`src/rtl/core/bukt_pkg.sv`:
```
// Shared constants, command codes and controller/datapath structs for the
// bounded unique-key table. Depends on nothing.
package bukt_pkg;

   localparam int DEPTH = 16;
   localparam int KEY_W = 32;
   localparam int PAY_W = 32;
   localparam int CMD_W = 2;
   localparam int CNT_W = 5;
   localparam int IDX_W = $clog2(DEPTH);

   localparam logic [CMD_W-1:0] CMD_LOOKUP = 2'd0;
   localparam logic [CMD_W-1:0] CMD_ADD    = 2'd1;
   localparam logic [CMD_W-1:0] CMD_CLEAR  = 2'd2;

   localparam logic [CNT_W-1:0] CAP_RESET  = 5'd16;

   typedef struct packed {
      logic start;
      logic scan;
      logic commit;
   } ctrl_cmd_type;

   typedef struct packed {
      logic scan_done;
      logic out_free;
   } dp_status_type;

endpackage

```
`src/rtl/core/bukt_if.sv`:
```
// Valid/ready channel interfaces for the request and response words.
// Depends on bukt_pkg for field widths.
interface bukt_req_if;
   logic                        valid;
   logic                        ready;
   logic [bukt_pkg::CMD_W-1:0]  cmd;
   logic [bukt_pkg::KEY_W-1:0]  key;
   logic [bukt_pkg::PAY_W-1:0]  payload;

   modport source (output valid, output cmd, output key, output payload, input ready);
   modport sink (input valid, input cmd, input key, input payload, output ready);
endinterface

interface bukt_rsp_if;
   logic                        valid;
   logic                        ready;
   logic                        accepted;
   logic                        found;
   logic [bukt_pkg::PAY_W-1:0]  found_payload;
   logic [bukt_pkg::CNT_W-1:0]  entry_total;

   modport source (output valid, output accepted, output found, output found_payload,
                   output entry_total, input ready);
   modport sink (input valid, input accepted, input found, input found_payload,
                 input entry_total, output ready);
endinterface

```
`src/rtl/core/bukt_ctrl.sv`:
```
// Sequencing state machine of the key table: accept, scan, commit.
// Depends on bukt_pkg for the command and status structs.
module bukt_ctrl (
   input  logic                    clock,
   input  logic                    reset,
   input  logic                    req_valid,
   output logic                    req_ready,
   input  bukt_pkg::dp_status_type status,
   output bukt_pkg::ctrl_cmd_type  ctrl
);

   typedef enum logic [2:0] {
      ST_IDLE = 3'b001,
      ST_SCAN = 3'b010,
      ST_DONE = 3'b100
   } state_type;

   state_type state_ff;
   state_type state_in;

   always_comb begin
      state_in    = state_ff;
      ctrl.start  = 1'b0;
      ctrl.scan   = 1'b0;
      ctrl.commit = 1'b0;
      case (state_ff)
         ST_IDLE: begin
            if (req_valid) begin
               ctrl.start = 1'b1;
               state_in   = ST_SCAN;
            end
         end
         ST_SCAN: begin
            ctrl.scan = 1'b1;
            if (status.scan_done) begin
               state_in = ST_DONE;
            end
         end
         ST_DONE: begin
            // Hold the finished word until the response register can take it.
            if (status.out_free) begin
               ctrl.commit = 1'b1;
               state_in    = ST_IDLE;
            end
         end
         default: begin
            state_in = ST_IDLE;
         end
      endcase
   end

   assign req_ready = (state_ff == ST_IDLE);

   always_ff @(posedge clock) begin
      if (reset) begin
         state_ff <= ST_IDLE;
      end else begin
         state_ff <= state_in;
      end
   end

endmodule

```
`src/rtl/core/bukt_dp.sv`:
```
// Datapath of the key table: entry storage, sequential key scan, entry
// count, capacity register and response register. Depends on bukt_pkg.
module bukt_dp (
   input  logic                         clock,
   input  logic                         reset,
   input  logic                         csr_wr_en,
   input  logic [bukt_pkg::CNT_W-1:0]   csr_wr_data,
   input  logic [bukt_pkg::CMD_W-1:0]   req_cmd,
   input  logic [bukt_pkg::KEY_W-1:0]   req_key,
   input  logic [bukt_pkg::PAY_W-1:0]   req_payload,
   input  bukt_pkg::ctrl_cmd_type       ctrl,
   output bukt_pkg::dp_status_type      status,
   input  logic                         rsp_ready,
   output logic                         rsp_valid,
   output logic                         rsp_accepted,
   output logic                         rsp_found,
   output logic [bukt_pkg::PAY_W-1:0]   rsp_found_payload,
   output logic [bukt_pkg::CNT_W-1:0]   rsp_entry_total
);

   localparam logic [bukt_pkg::CNT_W-1:0] DEPTH_CNT = bukt_pkg::CNT_W'(bukt_pkg::DEPTH);

   logic [bukt_pkg::KEY_W-1:0] key_mem [bukt_pkg::DEPTH];
   logic [bukt_pkg::PAY_W-1:0] pay_mem [bukt_pkg::DEPTH];

   logic [bukt_pkg::CNT_W-1:0] cap_ff;
   logic [bukt_pkg::CNT_W-1:0] count_ff, count_in;
   logic [bukt_pkg::CMD_W-1:0] cmd_ff;
   logic [bukt_pkg::KEY_W-1:0] key_ff;
   logic [bukt_pkg::PAY_W-1:0] pay_ff;
   logic [bukt_pkg::CNT_W-1:0] issue_ff, issue_in;
   logic                       cmp_valid_ff, cmp_valid_in;
   logic                       hit_ff, hit_in;
   logic [bukt_pkg::PAY_W-1:0] hit_pay_ff, hit_pay_in;
   logic [bukt_pkg::KEY_W-1:0] rd_key_ff;
   logic [bukt_pkg::PAY_W-1:0] rd_pay_ff;
   logic                       rsp_valid_ff, rsp_valid_in;
   logic                       rsp_acc_ff;
   logic                       rsp_found_ff;
   logic [bukt_pkg::PAY_W-1:0] rsp_pay_ff;
   logic [bukt_pkg::CNT_W-1:0] rsp_total_ff;

   logic                       is_add;
   logic                       is_clear;
   logic [bukt_pkg::CNT_W-1:0] limit;
   logic                       take;
   logic                       issue_go;

   assign is_add   = (cmd_ff == bukt_pkg::CMD_ADD);
   assign is_clear = (cmd_ff == bukt_pkg::CMD_CLEAR);
   assign limit    = (cap_ff > DEPTH_CNT) ? DEPTH_CNT : cap_ff;
   assign take     = is_add && (count_ff < limit) && !hit_ff;
   assign issue_go = ctrl.scan && !hit_ff && (issue_ff < count_ff);

   // One read is issued per cycle; its compare happens the cycle after.
   always_comb begin
      issue_in     = issue_ff;
      cmp_valid_in = 1'b0;
      hit_in       = hit_ff;
      hit_pay_in   = hit_pay_ff;
      if (ctrl.start) begin
         issue_in   = '0;
         hit_in     = 1'b0;
         hit_pay_in = '0;
      end else if (ctrl.scan) begin
         if (issue_go) begin
            issue_in     = issue_ff + 1'b1;
            cmp_valid_in = 1'b1;
         end
         if (cmp_valid_ff && !hit_ff && (rd_key_ff == key_ff)) begin
            hit_in     = 1'b1;
            hit_pay_in = rd_pay_ff;
         end
      end
   end

   assign status.scan_done = is_clear || hit_ff || ((issue_ff >= count_ff) && !cmp_valid_ff);
   assign status.out_free  = !rsp_valid_ff || rsp_ready;

   always_comb begin
      count_in = count_ff;
      if (ctrl.commit) begin
         if (is_clear) begin
            count_in = '0;
         end else if (take) begin
            count_in = count_ff + 1'b1;
         end
      end
   end

   always_comb begin
      rsp_valid_in = rsp_valid_ff;
      if (ctrl.commit) begin
         rsp_valid_in = 1'b1;
      end else if (rsp_ready) begin
         rsp_valid_in = 1'b0;
      end
   end

   always_ff @(posedge clock) begin
      if (ctrl.commit && take) begin
         key_mem[count_ff[bukt_pkg::IDX_W-1:0]] <= key_ff;
         pay_mem[count_ff[bukt_pkg::IDX_W-1:0]] <= pay_ff;
      end
      rd_key_ff <= key_mem[issue_ff[bukt_pkg::IDX_W-1:0]];
      rd_pay_ff <= pay_mem[issue_ff[bukt_pkg::IDX_W-1:0]];
   end

   always_ff @(posedge clock) begin
      if (reset) begin
         cap_ff       <= bukt_pkg::CAP_RESET;
         count_ff     <= '0;
         cmp_valid_ff <= 1'b0;
         hit_ff       <= 1'b0;
         rsp_valid_ff <= 1'b0;
      end else begin
         if (csr_wr_en) begin
            cap_ff <= csr_wr_data;
         end
         count_ff     <= count_in;
         cmp_valid_ff <= cmp_valid_in;
         hit_ff       <= hit_in;
         rsp_valid_ff <= rsp_valid_in;
      end
   end

   always_ff @(posedge clock) begin
      issue_ff   <= issue_in;
      hit_pay_ff <= hit_pay_in;
      if (ctrl.start) begin
         cmd_ff <= req_cmd;
         key_ff <= req_key;
         pay_ff <= req_payload;
      end
      if (ctrl.commit) begin
         rsp_acc_ff   <= take;
         rsp_found_ff <= hit_ff;
         rsp_pay_ff   <= hit_pay_ff;
         rsp_total_ff <= count_in;
      end
   end

   assign rsp_valid         = rsp_valid_ff;
   assign rsp_accepted      = rsp_acc_ff;
   assign rsp_found         = rsp_found_ff;
   assign rsp_found_payload = rsp_pay_ff;
   assign rsp_entry_total   = rsp_total_ff;

endmodule

```
`src/rtl/core/bounded_unique_key_table.sv`:
```
// Bounded unique-key table: one request word at a time; a lookup or add walks the
// filled entries of the entry store one entry per cycle and stops early on a match,
// while a clear does not wait on the scan. The next request is taken the cycle after
// the response is loaded; a stalled response side holds the block until the response
// register is free. Reset (synchronous, active high) empties the table and sets the
// capacity to 16.
module bounded_unique_key_table (
   input  logic                        clock,
   input  logic                        reset,
   input  logic                        csr_wr_en,
   input  logic [bukt_pkg::CNT_W-1:0]  csr_wr_data,
   bukt_req_if.sink                    req_bus,
   bukt_rsp_if.source                  rsp_bus
);

   // Command and status bundles between the sequencer and the datapath.
   bukt_pkg::ctrl_cmd_type  ctrl;
   bukt_pkg::dp_status_type status;

   // The sequencer only accepts a word when idle; the scan then walks the
   // filled slots from slot zero upward and stops early on a match.
   bukt_ctrl u_ctrl (
      .clock     (clock),
      .reset     (reset),
      .req_valid (req_bus.valid),
      .req_ready (req_bus.ready),
      .status    (status),
      .ctrl      (ctrl)
   );

   // The datapath owns the entry store and a response register, so a finished
   // word can wait on the response side while the next request is accepted.
   bukt_dp u_dp (
      .clock             (clock),
      .reset             (reset),
      .csr_wr_en         (csr_wr_en),
      .csr_wr_data       (csr_wr_data),
      .req_cmd           (req_bus.cmd),
      .req_key           (req_bus.key),
      .req_payload       (req_bus.payload),
      .ctrl              (ctrl),
      .status            (status),
      .rsp_ready         (rsp_bus.ready),
      .rsp_valid         (rsp_bus.valid),
      .rsp_accepted      (rsp_bus.accepted),
      .rsp_found         (rsp_bus.found),
      .rsp_found_payload (rsp_bus.found_payload),
      .rsp_entry_total   (rsp_bus.entry_total)
   );

`ifndef SYNTHESIS
   // A stored add never reports its key as already present.
   a_acc_not_found: assert property (@(posedge clock) disable iff (reset)
      rsp_bus.valid |-> !(rsp_bus.accepted && rsp_bus.found))
      else $error("add reported both stored and duplicate");

   // A successful add always leaves at least one entry.
   a_acc_total: assert property (@(posedge clock) disable iff (reset)
      (rsp_bus.valid && rsp_bus.accepted) |-> (rsp_bus.entry_total != '0))
      else $error("accepted add with empty table");

   // A miss carries a zero payload.
   a_miss_zero: assert property (@(posedge clock) disable iff (reset)
      (rsp_bus.valid && !rsp_bus.found) |-> (rsp_bus.found_payload == '0))
      else $error("payload nonzero on miss");

   // Only one request is in work at a time.
   a_one_at_time: assert property (@(posedge clock) disable iff (reset)
      (req_bus.valid && req_bus.ready) |=> !req_bus.ready)
      else $error("request accepted while another is in work");
`endif

endmodule
```
`src/flat_wrapper.sv`:
```
// flat-port wrapper written by rule: the top's interface ports become plain ports
module bounded_unique_key_table_flat 
  (clock, reset, csr_wr_en, csr_wr_data, req_bus_valid, req_bus_cmd, req_bus_key, req_bus_payload, req_bus_ready, rsp_bus_valid, rsp_bus_accepted, rsp_bus_found, rsp_bus_found_payload, rsp_bus_entry_total, rsp_bus_ready);
  bukt_req_if req_bus_i ();
  bukt_rsp_if rsp_bus_i ();
  input  logic clock;
  input  logic reset;
  input  logic csr_wr_en;
  input  logic [bukt_pkg::CNT_W-1:0] csr_wr_data;
  input wire logic [$bits(req_bus_i.valid)-1:0] req_bus_valid;
  input wire logic [$bits(req_bus_i.cmd)-1:0] req_bus_cmd;
  input wire logic [$bits(req_bus_i.key)-1:0] req_bus_key;
  input wire logic [$bits(req_bus_i.payload)-1:0] req_bus_payload;
  output wire logic [$bits(req_bus_i.ready)-1:0] req_bus_ready;
  output wire logic [$bits(rsp_bus_i.valid)-1:0] rsp_bus_valid;
  output wire logic [$bits(rsp_bus_i.accepted)-1:0] rsp_bus_accepted;
  output wire logic [$bits(rsp_bus_i.found)-1:0] rsp_bus_found;
  output wire logic [$bits(rsp_bus_i.found_payload)-1:0] rsp_bus_found_payload;
  output wire logic [$bits(rsp_bus_i.entry_total)-1:0] rsp_bus_entry_total;
  input wire logic [$bits(rsp_bus_i.ready)-1:0] rsp_bus_ready;
  assign req_bus_i.valid = req_bus_valid;
  assign req_bus_i.cmd = req_bus_cmd;
  assign req_bus_i.key = req_bus_key;
  assign req_bus_i.payload = req_bus_payload;
  assign req_bus_ready = req_bus_i.ready;
  assign rsp_bus_valid = rsp_bus_i.valid;
  assign rsp_bus_accepted = rsp_bus_i.accepted;
  assign rsp_bus_found = rsp_bus_i.found;
  assign rsp_bus_found_payload = rsp_bus_i.found_payload;
  assign rsp_bus_entry_total = rsp_bus_i.entry_total;
  assign rsp_bus_i.ready = rsp_bus_ready;
  bounded_unique_key_table u_core (.clock(clock), .reset(reset), .csr_wr_en(csr_wr_en), .csr_wr_data(csr_wr_data), .req_bus(req_bus_i), .rsp_bus(rsp_bus_i));
endmodule
```
`config.mk`:
```
export PLATFORM = sky130hd
export DESIGN_NAME = bounded_unique_key_table_flat
export DESIGN_NICKNAME = d
export VERILOG_FILES = /design/src/rtl/core/bukt_pkg.sv /design/src/rtl/core/bukt_if.sv /design/src/rtl/core/bukt_ctrl.sv /design/src/rtl/core/bukt_dp.sv /design/src/rtl/core/bounded_unique_key_table.sv /design/src/flat_wrapper.sv
export SDC_FILE = /design/constraint.sdc
export NUM_CORES = 1
export LEC_CHECK = 0
export BUFFER_PORTS_ARGS = -buffer_cell sky130_fd_sc_hd__buf_2
export CORE_MARGIN = 5
export CORE_UTILIZATION = 50
export DETAILED_ROUTE_END_ITERATION = 7
export HOLD_SLACK_MARGIN = 0.03
export PLACE_DENSITY = 0.63
export SETUP_SLACK_MARGIN = 0.3
export SLEW_MARGIN = 30
export SYNTH_ARGS = -nofsm -noshare
export SYNTH_HDL_FRONTEND = slang
export SYNTH_SLANG_ARGS = --single-unit
```
`constraint.sdc`:
```
create_clock -name clock -period 8.2 [get_ports clock]
set_input_delay 0.41 -clock clock [delete_from_list [all_inputs] [get_ports clock]]
set_output_delay 0.41 -clock clock [all_outputs]
set_load 0.05 [all_outputs]
```
Yosys cells after proc, flatten, opt, wreduce, memory -nomap -nowiden:

Memory sizes are Yosys's and may differ from the RTL's. A register that Yosys moved wholly into a read port is not among the register bits.
Index checks and enable logic that the tools add are counted.

* word-level logic and storage cells: 71
* input bits: 76
* output and inout bits: 41
* bits in registers: 158
* memories kept: 2
* bits in writable memories: 1024

* bitwise logic cells: 1
* $add $sub $neg: 2
* $lt $le $gt $ge: 4
* eq/ne operators: 9
* reduce and logical (&&, ||, !) cells: 20
* multiplexer cells: 18

Memories
* u_core.u_dp.key_mem: depth 16, bits a word 32, read ports 1, clocked after memory_dff 1, write ports 1, RTL line bukt_dp.sv:23 `logic [bukt_pkg::KEY_W-1:0] key_mem [bukt_pkg::DEPTH];`
* u_core.u_dp.pay_mem: depth 16, bits a word 32, read ports 1, clocked after memory_dff 1, write ports 1, RTL line bukt_dp.sv:24 `logic [bukt_pkg::PAY_W-1:0] pay_mem [bukt_pkg::DEPTH];`

Operators with widths (number)
* equality test 32 bit: 1
* two-way mux 5 bit: 4
* adder 5 x 1 -> 5 bit, second input constant: 2
* less-than comparator 5 bit: 2
* two-way mux 1 bit: 10
* two-way mux 3 bit: 3
* one-hot mux 3 bit (3 select lines): 1
* logical AND 1 bit: 8
* greater-or-equal comparator 5 bit: 1
* greater-than comparator 5 bit, second input constant: 1
* inequality test 2 x 1 -> 1 bit, second input constant: 2
* AND reduction 2 bit: 2
* equality test 3 x 1 -> 1 bit, second input constant: 1
* equality test 3 x 2 -> 1 bit, second input constant: 1
* equality test 3 bit, second input constant: 1
* zero test 1 bit: 3
* logical OR 1 bit: 3
* AND reduction 3 bit: 1
* OR reduction 3 bit: 1
* equality test 2 x 1 -> 1 bit, second input constant: 1
* equality test 2 bit, second input constant: 1
* inequality test 2 bit, second input constant: 1
* nonzero test 2 bit: 1
* OR reduction 2 bit: 1
* NOT 1 bit: 1

Logic depth before layout (Yosys ltp):

Gate-level depths: netlist (run 1).

* depth in word-level cells: 8
* mapped depth: 9
* gate-level depth less buffers: 8

Hierarchy:

Synthesis (run 1) repeated with hierarchy kept, for this count alone.

* cells, all modules: 1938
* area, all modules: 45939.1 um^2

By module, submodules not included
* bukt_dp: instances 1, area each 45748.9 um^2, seq. area each 36184.7 um^2, cells each 1915
* bukt_ctrl: instances 1, area each 190.2 um^2, seq. area each 60.1 um^2, cells each 23

Least setup slack after synthesis (run 1):

OpenSTA, ideal clock, no wires.

* kind: register to register
* start: register u_core.u_ctrl.state_ff[2]
* end: memory u_core.u_dp.key_mem[11][0] in the netlist's numbering, enable pin
* buffers on the path: 1
* required time: 7.635 ns
* setup time: 0.565 ns
* cell stages (with the launch flop): 6
* setup slack: 1.680 ns
* data arrival time: 5.956 ns
* period minus slack after synthesis: 6.520 ns
* path through: dfxtp_1 or3b_1 nand2b_4 or4_1 clkbuf_2 nor3_1

* longest elaborated chain between the ends: 5

RTL lines
* start, declared: RTL line bukt_ctrl.sv:18 `state_type state_ff;`
* start signal, assigned: RTL line bukt_ctrl.sv:58 `state_ff <= state_in;`
* equality test 3 bit: RTL line bukt_ctrl.sv:26 `case (state_ff)`
* two-way mux 1 bit: RTL line bukt_ctrl.sv:26
* logical AND 1 bit: RTL line bukt_dp.sv:101 `if (ctrl.commit && take) begin`
* two-way mux 1 bit: RTL line bukt_dp.sv:101
* two-way mux 1 bit (not written as such): RTL line bukt_dp.sv:102 `key_mem[count_ff[bukt_pkg::IDX_W-1:0]] <= key_ff;`
* end, declared: RTL line bukt_dp.sv:23

Every way passes these cells.

Final worst setup path (run 1):

* start: register u_core.u_dp.cap_ff[4] in the netlist's numbering
* end: memory u_core.u_dp.pay_mem[15][16] in the netlist's numbering, enable pin

* longest elaborated chain between the ends: 8

RTL lines
* start, declared: RTL line bukt_dp.sv:26 `logic [bukt_pkg::CNT_W-1:0] cap_ff;`
* start signal, assigned: RTL line bukt_dp.sv:111 `cap_ff <= bukt_pkg::CAP_RESET;`
* start signal, assigned: RTL line bukt_dp.sv:118 `cap_ff <= csr_wr_data;`
* greater-than comparator 5 bit: RTL line bukt_dp.sv:51 `assign limit = (cap_ff > DEPTH_CNT) ? DEPTH_CNT : cap_ff;`
* two-way mux 5 bit (*): RTL line bukt_dp.sv:51
* less-than comparator 5 bit (*): RTL line bukt_dp.sv:52 `assign take = is_add && (count_ff < limit) && !hit_ff;`
* logical AND 1 bit (*) (2 in series): RTL line bukt_dp.sv:52
* logical AND 1 bit (*): RTL line bukt_dp.sv:101
* two-way mux 1 bit (*): RTL line bukt_dp.sv:101
* two-way mux 1 bit (not written as such) (*): RTL line bukt_dp.sv:103 `pay_mem[count_ff[bukt_pkg::IDX_W-1:0]] <= pay_ff;`
* end, declared: RTL line bukt_dp.sv:24

Every way passes the cells marked *; elsewhere a longest branch is shown, timed or not.

==> results of run 1 <==
kinds of logic after synthesis:
logic type,share of synthesized area
xor gates and xnor gates,0.006914
buffers and inverters,0.008697
muxes,0.1664
DFF,0.7948
and+or+nand+nor,0.01580
adders and majority gates,0.003841
AOI/OAI and AO/OA,0.003594
worst register-to-register path, stage by stage, from the launching register on:
cell and delay (ns):
sky130_fd_sc_hd__dfxtp_1 0.32, sky130_fd_sc_hd__inv_1 0.14, sky130_fd_sc_hd__nand2_1 0.08, sky130_fd_sc_hd__ha_1 0.29, sky130_fd_sc_hd__a21oi_1 0.13, sky130_fd_sc_hd__o22ai_1 0.15
sky130_fd_sc_hd__or4_1 0.71, sky130_fd_sc_hd__nor2_4 0.84, sky130_fd_sc_hd__buf_4 0.86
metal layers:
metal  track usage  vias up  wire (µm)
met3       0.03214      126       5937
met1        0.2910    11030      41420
met4       0.04651        0       1746
met2        0.3245      722      47500
li1              -     8636          -
met5             0        -          0
final timing paths:
kind	end	slack (ns)	depth (start not counted)
worst min-delay path	u_core.u_dp.cap_ff[0]$_SDFFE_PP0P_	0.08	2
worst max-delay path	u_core.u_dp.pay_mem[15][16]$_DFFE_PP_	4.28	8
worst max register to register	u_core.u_dp.pay_mem[15][16]$_DFFE_PP_	4.28	8
worst min register to register	u_core.u_dp.rsp_found_payload[5]$_DFFE_PP_	0.43	0
Yosys cell counts (3+ instances only):
cell                       count  share of area
sky130_fd_sc_hd__edfxtp_1   1129           0.74
sky130_fd_sc_hd__mux4_2      320           0.16
sky130_fd_sc_hd__dfxtp_1     117          0.051
sky130_fd_sc_hd__nand2_1      75         0.0062
sky130_fd_sc_hd__clkbuf_1     62         0.0051
sky130_fd_sc_hd__mux2i_1      38         0.0083
sky130_fd_sc_hd__xnor2_1      31         0.0060
sky130_fd_sc_hd__nor2_1       22         0.0018
sky130_fd_sc_hd__buf_1        21         0.0017
sky130_fd_sc_hd__inv_1        16         0.0013
sky130_fd_sc_hd__ha_1         14         0.0038
sky130_fd_sc_hd__and3_1       12         0.0016
sky130_fd_sc_hd__nand4_1      10         0.0014
sky130_fd_sc_hd__nor3_1       10         0.0011
sky130_fd_sc_hd__a21oi_1       9        0.00099
sky130_fd_sc_hd__xor2_1        5        0.00096
sky130_fd_sc_hd__buf_2         4        0.00044
sky130_fd_sc_hd__nand2b_1      3        0.00041
sky130_fd_sc_hd__nand3_1       3        0.00033
sky130_fd_sc_hd__nor3b_1       3        0.00049
sky130_fd_sc_hd__nor4_1        3        0.00041
sky130_fd_sc_hd__o21ai_0       3        0.00033
flip-flops by register name (all words and copies together) (netlist names), 2 cells and up:
| register | flops |
|---|---|
| u_core.u_dp.key_mem | 512 |
| u_core.u_dp.pay_mem | 512 |
| u_core.u_dp.hit_pay_ff | 32 |
| u_core.u_dp.key_ff | 32 |
| u_core.u_dp.pay_ff | 32 |
| u_core.u_dp.rd_key_ff | 32 |
| u_core.u_dp.rd_pay_ff | 32 |
| u_core.u_dp.rsp_found_payload | 32 |
| u_core.u_dp.cap_ff | 5 |
| u_core.u_dp.count_ff | 5 |
| u_core.u_dp.issue_ff | 5 |
| u_core.u_dp.rsp_entry_total | 5 |
| u_core.u_ctrl.state_ff | 3 |
| u_core.u_dp.cmd_ff | 2 |
what timing repair did:
item                       CTS  global route
setup endpoints to repair    0             0
gates resized for setup      0             0
hold endpoints to repair    71             0
hold buffers                72             0
through the flow:
stage                     total power, W  utilization  hold WS (ns)
after global routing             0.01295       0.5798       0.08188
after CTS                        0.01264       0.5791       0.03569
final                            0.01253       0.5798       0.07876
after global placement          0.007354       0.5284        0.4134
after detailed placement        0.007371       0.5291        0.4146
after floorplan                 0.007258            -        0.4081
report_power, final:
| group | switching (W) | internal (W) | leakage (nW) | total [W] |
|---|---|---|---|---|
| Sequential | 0.000118 | 0.00700 | 11.2 | 0.00712 |
| Clock | 0.00230 | 0.00296 | 1.84 | 0.00527 |
| Combinational | 0.0000829 | 0.0000555 | 3.55 | 0.000138 |
| Total | 0.00250 | 0.0100 | 16.6 | 0.0125 |
area by class of cell:
type | count | share of cell area
Clock inverter | 55 | 0.008677
Timing Repair Buffer | 225 | 0.03256
Inverter | 16 | 0.001195
Multi-Input combinational cell | 585 | 0.1730
Sequential cell | 1246 | 0.6927
Tap cell | 1176 | 0.02811
Clock buffer | 174 | 0.06377
==> flow_summary.yaml, run 1 <==
synthesis:
  postSynthAreaPerCell_um2: 23.57
  ys_async_sr_fraction: 0
  synth-seq-area-share: 0.7948
  yosysWarningCount: 0
  count_of_mapped_cells_out_of_synthesis: 1935
  synth_enable_flop_cells: 1129
  synth.cell_area_um2: 45600
  yosys.cell_types.count: 41
  synth.ff_latch_count: 1246
  syn_nets: 2025
  yosys_most_used_dff: "sky130_fd_sc_hd__edfxtp_1"
timing:
  grt_setup_unrepaired: "false"
  number_of_failing_setup_endpoints_in_the_final_timing_report: 0
  final.min_clock_period_ns: 3.918
  skew_ns: 0.02177
  tns_ns: 0
  relSlewSlack: 0.3165
  max_freq_mhz: 255.2
  finalWorstSetupSlack_ns: 4.282
  finalCritPeriodShare: 0.4779
  finalHoldViolations: 0
  worstMarginPinSlew_ns: 1.025
  count_of_final_max_slew_check_failures: 0
power:
  peakVddDrop_mv: 0.1923
  power.density_cell_area_nw_per_um2: 239.3
  leakage_nw: 16.63
global_route:
  grtUsageTotal: 0.1994
  grt_antenna_before_repair: 0
  first_global_vias: 21750
  grt_max_degree: 157
  grt_remaining_overflow: 0
  grt_first_pass_wirelength_mm: 143.7
final_layout:
  finalInstanceArea_um2: 52340
  n_antenna_cell: 0
  multi_input_comb_area_um2: 9054
  syn2layout_area_growth_pct: 14.78
  final_cells: 3477
  layout.cells.most_common_list: "1,129 x sky130_fd_sc_hd__edfxtp_1, 320 x sky130_fd_sc_hd__mux4_2, 122 x sky130_fd_sc_hd__clkbuf_16, 116 x sky130_fd_sc_hd__buf_2, 113 x sky130_fd_sc_hd__dfxtp_1"
  finalNetCount: 2285
  ff_latch_area_um2: 36260
  layout.cells.most_common: "sky130_fd_sc_hd__edfxtp_1"
  layout-drive-gt1-share: 0.2894
  fill_cells: 6424
min_path:
  worst_hold_path_type: "in -> reg"
  hold_path.startpoint: "reset"
placement:
  place_hpwl_mm: 47.91
  dp_cells: 3174
  globalplace.congestion: 0.7530
  dpl_worst_slack_ns: 4.320
  postPlaceCellArea_um2: 47770
  buffer_ports.inserted: 116
outcome:
  status: "completed"
critical_path:
  critPathMaxStageDelay_ns: 0.85
  crit_path_max_delay_cell_type: "sky130_fd_sc_hd__buf_4"
  timing.critical_path.from: "u_core.u_dp.cap_ff[4]$_SDFFE_PP1P_"
  crit_type: "reg -> reg"
  arrival_ns: 4.23
  cp-start-kind: "flop"
  crit_path_cell_trace: "inv_1, nand2_1, ha_1, a21oi_1, o22ai_1, or4_1, nor2_4, buf_4"
  reg2reg_from: "u_core.u_dp.cap_ff[4]$_SDFFE_PP1P_"
  worstSetupEndpointType: "flop"
  crit_buf_inv: 2
  critPathRequiredTime_ns: 8.51
  critical-path-top-delay-family: "simple AND/OR/NAND/NOR gates"
  crit_path_max_fanout: 44
detailed_routing:
  post_drt_via_cell_ratio: 5.898
  drt.antenna.violating_nets: 0
  route.final.wire_length_mm: 96.60
  wl_per_cell_um: 27.78
  route.vias.total: 20510
  remaining_drc_errors: 0
  dr.pass1.iters: 6
  dr.first_iter.drc_count: 2061
clocking:
  post_cts_setup_driven_buffer_insertion_count: 0
  worstSkewPairLatency_ns: 0.70
  clockRootBuffer: "sky130_fd_sc_hd__clkbuf_16"
  clock_sink_count: 1246
  path_clk_slew_ns: 0.06
  clock_tree.buffer_depth: 3
  tritoncts_buffers: 121
  tritoncts: "built"
  ctsHtreeMaxLevel: 3
floorplan:
  die_width_um: 312.0
  dieHeight_um: 312.0
  rows: 110
  initial_utilization: 0.5051
  core_area_um2: 90290
  ioPinCount: 117
  fp.dieArea_um2: 97350
run:
  max_cap_viol_count: 0
No activity file was read; power rests on OpenSTA's default activity.
==> inputs of run 2 (changes only) <==
Settings changed: PLACE_DENSITY 0.63 to 0.66.
Clock period 8.2 ns to 3.6 ns, I/O delays scaled along.
==> run 2 against run 1 <==
Against the previous run: die area unchanged; clock-buffer cell count decreased by 28; utilization increased by 1.1 points; cell count increased by 1.3%; total power increased by 130%; wire length decreased by 0.83%; worst hold slack improved by 0.14 ns; via count increased by 1.7%; sequential share of layout area decreased by 1.3 points; first-iteration DRC count increased by 5.9%.
==> flow_summary.yaml, run 2 (synthesis results as in run 1) <==
critical_path:
  cp-start-kind: "flop"
  critPathRequiredTime_ns: 3.96
  crit_path_max_fanout: 18
  crit_type: "reg -> reg"
  worst-r2r-setup-slack_ns: 0.38
  arrival_ns: 3.59
  worstSetupEndpointType: "flop"
detailed_routing:
  route.vias.total: 20860
  dr.first_iter.drc_count: 2182
  drt.antenna.violating_nets: 0
  dr.pass1.iters: 6
  post_drt_via_cell_ratio: 5.921
  wl_per_cell_um: 27.19
  route.final.wire_length_mm: 95.80
  remaining_drc_errors: 0
final_layout:
  syn2layout_area_growth_pct: 16.95
  n_antenna_cell: 0
  layout.cells.most_common_list: "1,129 x sky130_fd_sc_hd__edfxtp_1, 320 x sky130_fd_sc_hd__mux4_2, 122 x sky130_fd_sc_hd__clkbuf_16, 116 x sky130_fd_sc_hd__buf_2, 111 x sky130_fd_sc_hd__dfxtp_1"
  layout.cells.most_common: "sky130_fd_sc_hd__edfxtp_1"
  final_util: 0.5907
  layout-drive-gt1-share: 0.3123
  finalNetCount: 2330
global_route:
  grt_remaining_overflow: 0
  grt_first_pass_wirelength_mm: 143.9
  first_global_vias: 21880
  grt_antenna_before_repair: 0
  grtUsageTotal: 0.1973
  grt_max_degree: 69
clocking:
  path_clk_slew_ns: 0.07
  tritoncts: "built"
  ctsHtreeMaxLevel: 3
  clock_tree.buffer_depth: 3
  worstSkewPairLatency_ns: 0.69
  clockRootBuffer: "sky130_fd_sc_hd__clkbuf_16"
  clock_sink_count: 1246
  tritoncts_buffers: 120
placement:
  globalplace.congestion: 0.7823
  place_hpwl_mm: 51.08
  buffer_ports.inserted: 116
run:
  max_cap_viol_count: 0
timing:
  worst_hold_slack_ns: 0.2142
  finalCritPeriodShare: 0.8958
  tns_ns: 0
  grt_setup_unrepaired: "false"
  relSlewSlack: 0.3214
  number_of_failing_setup_endpoints_in_the_final_timing_report: 0
  finalHoldViolations: 0
  count_of_final_max_slew_check_failures: 0
  skew_ns: 0.03877
  max_freq_mhz: 310.1
  final.min_clock_period_ns: 3.225
  worstMarginPinSlew_ns: 1.018
floorplan:
  fp.dieArea_um2: 97350
  die_width_um: 312.0
  dieHeight_um: 312.0
  core_area_um2: 90290
  ioPinCount: 117
  rows: 110
  initial_utilization: 0.5051
power:
  combinationalPowerShare: 0.011
  netSwitchingPower_w: 0.005768
  finalPower_w: 0.02904
  leakage_nw: 17.06
  power.switching_fraction: 0.1986
  clock_network_fraction_of_design_power: 0.430
  intPower_w: 0.02327
  peakVddDrop_mv: 0.3915
  sequential_share_of_power: 0.559
  power.density_cell_area_nw_per_um2: 544.5
outcome:
  status: "completed"
min_path:
  worst_hold_path_type: "in -> reg"
run 2: final timing paths:
| check | from | to | cells past startpoint |
|---|---|---|---|
| worst max-delay path | u_core.u_dp.count_ff[3]$_SDFF_PP0_ | u_core.u_dp.key_mem[15][4]$_DFFE_PP_ | 6 |
| worst min-delay path | req_bus_payload[26] | u_core.u_dp.pay_ff[26]$_DFFE_PP_ | 2 |
| worst max register to register | u_core.u_dp.count_ff[3]$_SDFF_PP0_ | u_core.u_dp.key_mem[15][4]$_DFFE_PP_ | 6 |
| worst min register to register | u_core.u_dp.hit_pay_ff[6]$_SDFFE_PP0P_ | u_core.u_dp.rsp_found_payload[6]$_DFFE_PP_ | 0 |
run 2: what timing repair did:
item | CTS | global route
endpoints found under the setup margin | 0 | 14
setup buffers | 0 | 2
hold buffers | 84 | 0
gates resized for setup | 0 | 0
endpoints found under the hold margin | 83 | 0
run 2: layout make-up:
cell class              count  area (µm²)
flip-flops and latches   1246       36260
fillers                  6239       36950
clock inverters            83       763.2
inverters                  16       63.81
clock buffers             146        3223
repair buffers            271        2455
multi-input cells         585        9091
well taps                1176        1471
run 2: power by group through the flow:
stage / Combinational (W) / Clock [W] / Sequential [W]
after floorplan: 0.000121 / 0 / 0.0164
after global placement: 0.000253 / 0 / 0.0165
after detailed placement: 0.000257 / 0 / 0.0165
after CTS: 0.000332 / 0.0127 / 0.0162
after global routing: 0.000356 / 0.0134 / 0.0163
final: 0.000329 / 0.0125 / 0.0162
run 2: metrics by stage:
step	worst slack, ns	instances	area [µm²]
finish	0.3750	3523	53330
global route	0.3478	3523	53330
CTS	0.3636	3521	53320
detailed placement	0.3995	3208	48490
global placement	0.4439	3208	48490
floorplan	0.004112	1935	45700
run 2: worst max-delay path, cell delays in order (launching register included):
cell                      delay, ns
sky130_fd_sc_hd__dfxtp_1       0.62
sky130_fd_sc_hd__ha_1          0.33
sky130_fd_sc_hd__nand2_1       0.09
sky130_fd_sc_hd__o22ai_2       0.11
sky130_fd_sc_hd__or4_1         0.82
sky130_fd_sc_hd__nor2_4        0.62
sky130_fd_sc_hd__buf_12        0.29
run 2: per-layer routing:
layer	vias up	routed length, µm	GRT usage
met2	761	47230	0.3202
met3	127	6058	0.03333
met1	11230	40930	0.2895
met4	0	1585	0.04214
met5	-	0	0
li1	8738	-	-
==> inputs of run 3 (changes only) <==
Settings changed: BUFFER_PORTS_ARGS -buffer_cell sky130_fd_sc_hd__buf_2 to -buffer_cell sky130_fd_sc_hd__buf_4, SETUP_SLACK_MARGIN 0.3 to 0.4.
==> run 3 against run 2 <==
Against the previous run: setup slack improved by 0.14 ns; clock-buffer cell count is 9 higher; combinational power increased by 10%; final area is 0.43% higher; flip-flop and latch count stayed put; die area did not move; global-route usage is essentially flat; non-clock buffer count is 6 lower; first-iteration DRC count up 7.4%; wire length hardly changed.
==> flow_summary.yaml, run 3 (synthesis results as in run 1) <==
critical_path:
  reg2reg_from: "u_core.u_dp.count_ff[3]$_SDFF_PP0_"
  cp-start-kind: "flop"
  timing.reg2reg.worst_path_depth: 7
  crit_path_max_fanout: 32
  r2r_endpoint: "u_core.u_dp.pay_mem[11][22]$_DFFE_PP_"
  arrival_ns: 3.42
  worst-r2r-setup-slack_ns: 0.52
  worstSetupEndpointType: "flop"
  critPathRequiredTime_ns: 3.94
  crit_type: "reg -> reg"
clocking:
  clock_tree.buffer_depth: 3
  cts-resized-gates: 0
  path_clk_slew_ns: 0.06
  tritoncts_buffers: 118
  ctsHtreeMaxLevel: 3
  worstSkewPairLatency_ns: 0.70
  clock_sink_count: 1246
  clockRootBuffer: "sky130_fd_sc_hd__clkbuf_16"
  tritoncts: "built"
power:
  finalPower_w: 0.02896
  leakage_nw: 17.08
  peakVddDrop_mv: 0.4177
  power.density_cell_area_nw_per_um2: 540.6
placement:
  globalplace.congestion: 0.7628
  dpl_worst_slack_ns: 0.4268
  place_hpwl_mm: 50.37
  buffer_ports.inserted: 116
global_route:
  first_global_vias: 21600
  grt_remaining_overflow: 0
  grt_antenna_before_repair: 2
  grt_first_pass_wirelength_mm: 143.7
  grt_max_degree: 77
  grtUsageTotal: 0.1978
detailed_routing:
  route.final.wire_length_mm: 95.80
  dr.first_iter.drc_count: 2343
  wl_per_cell_um: 27.28
  route.vias.total: 20560
  post_drt_via_cell_ratio: 5.854
  drt.antenna.violating_nets: 0
  remaining_drc_errors: 0
  dr.pass1.iters: 5
final_layout:
  finalNetCount: 2322
  fill_cells: 6311
  n_antenna_cell: 0
  layout.cells.most_common_list: "1,129 x sky130_fd_sc_hd__edfxtp_1, 320 x sky130_fd_sc_hd__mux4_2, 136 x sky130_fd_sc_hd__buf_4, 119 x sky130_fd_sc_hd__clkbuf_16, 111 x sky130_fd_sc_hd__dfxtp_1"
  layout-drive-gt1-share: 0.3061
  syn2layout_area_growth_pct: 17.45
  layout.cells.most_common: "sky130_fd_sc_hd__edfxtp_1"
min_path:
  hold-path-endpoint: "u_core.u_dp.pay_ff[5]$_DFFE_PP_"
  hold_depth: 2
  hold_path.startpoint: "req_bus_payload[5]"
  worst_hold_path_type: "in -> reg"
outcome:
  status: "completed"
floorplan:
  die_width_um: 312.0
  core_area_um2: 90290
  rows: 110
  initial_utilization: 0.5051
  dieHeight_um: 312.0
  fp.dieArea_um2: 97350
  ioPinCount: 117
timing:
  finalWorstSetupSlack_ns: 0.5165
  tns_ns: 0
  finalCritPeriodShare: 0.8565
  relSlewSlack: 0.4831
  worstMarginPinSlew_ns: 0.7754
  number_of_failing_setup_endpoints_in_the_final_timing_report: 0
  final.min_clock_period_ns: 3.083
  count_of_final_max_slew_check_failures: 0
  finalHoldViolations: 0
  worst_hold_slack_ns: 0.1944
  max_freq_mhz: 324.3
  grt_setup_unrepaired: "false"
  skew_ns: 0.04064
run:
  max_cap_viol_count: 0
run 3: cell count changes in the layout (fill, tap and decap cells not counted), moves of 4 or more:
cell,delta
sky130_fd_sc_hd__buf_2,-116
sky130_fd_sc_hd__buf_4,+105
sky130_fd_sc_hd__clkbuf_1,+9
sky130_fd_sc_hd__clkinv_2,-4
sky130_fd_sc_hd__clkinvlp_4,-6
run 3: report_power, final:
group / leakage [nW] / internal [W] / switching [W]
sequential: 11.2 / 0.0159 / 0.000272
clock: 1.94 / 0.00717 / 0.00521
combinational: 3.90 / 0.000167 / 0.000196
run 3: area by class of cell:
class                      instances  area, µm²  area share
multi-input combinational        585       9091      0.1697
clock buffer                     155       3223     0.06018
tap                             1176       1471     0.02747
clock inverter                    69      699.4     0.01306
timing repair buffer             265       2744     0.05123
sequential                      1246      36260      0.6771
inverter                          16      66.31    0.001238
run 3: worst max-delay path by stage:
| stage | cells after the start | endpoint | startpoint | slack [ns] |
|---|---|---|---|---|
| 2_1_floorplan | 8 | u_core.u_dp.key_mem[11][0]$_DFFE_PP_ | u_core.u_dp.cap_ff[4]$_SDFFE_PP1P_ | 0.004 |
| 4_1_cts | 6 | u_core.u_dp.key_mem[7][11]$_DFFE_PP_ | u_core.u_dp.count_ff[3]$_SDFF_PP0_ | 0.54 |
| 6_report | 7 | u_core.u_dp.pay_mem[11][22]$_DFFE_PP_ | u_core.u_dp.count_ff[3]$_SDFF_PP0_ | 0.52 |
| 3_5_place_dp | 6 | u_core.u_dp.pay_mem[11][27]$_DFFE_PP_ | u_core.u_dp.count_ff[3]$_SDFF_PP0_ | 0.43 |
| 5_1_grt | 6 | u_core.u_dp.key_mem[7][11]$_DFFE_PP_ | u_core.u_dp.count_ff[3]$_SDFF_PP0_ | 0.41 |
| 3_3_place_gp | 6 | u_core.u_dp.key_mem[11][0]$_DFFE_PP_ | u_core.u_dp.count_ff[3]$_SDFF_PP0_ | 0.43 |
run 3: worst max-delay path, stage by stage (launching register included):
cell and delay, ns:
sky130_fd_sc_hd__dfxtp_1 0.60, sky130_fd_sc_hd__ha_1 0.33, sky130_fd_sc_hd__nand4_1 0.10, sky130_fd_sc_hd__o22ai_2 0.09, sky130_fd_sc_hd__or4_1 0.81, sky130_fd_sc_hd__nor3_4 0.31, sky130_fd_sc_hd__buf_12 0.16, sky130_fd_sc_hd__buf_12 0.27
run 3: through the flow:
step,util,std cells,area (µm²)
floorplan,-,1935,45700
global placement,0.5401,3202,48760
detailed placement,0.5401,3202,48770
CTS,0.5932,3512,53560
global route,0.5932,3512,53560
finish,0.5932,3512,53560
run 3: routing by layer:
layer,wire length [µm],vias up,global-route usage
met4,1782,0,0.04672
met3,6173,123,0.03472
li1,-,8706,-
met5,0,-,0
met1,41290,11040,0.2903
met2,46550,696,0.3179
run 3: repair_timing:
| item | in CTS | in global routing |
|---|---|---|
| setup buffers | 1 | 0 |
| endpoints found under the setup margin | 5 | 0 |
| hold buffers | 85 | 0 |
| endpoints found under the hold margin | 84 | 0 |
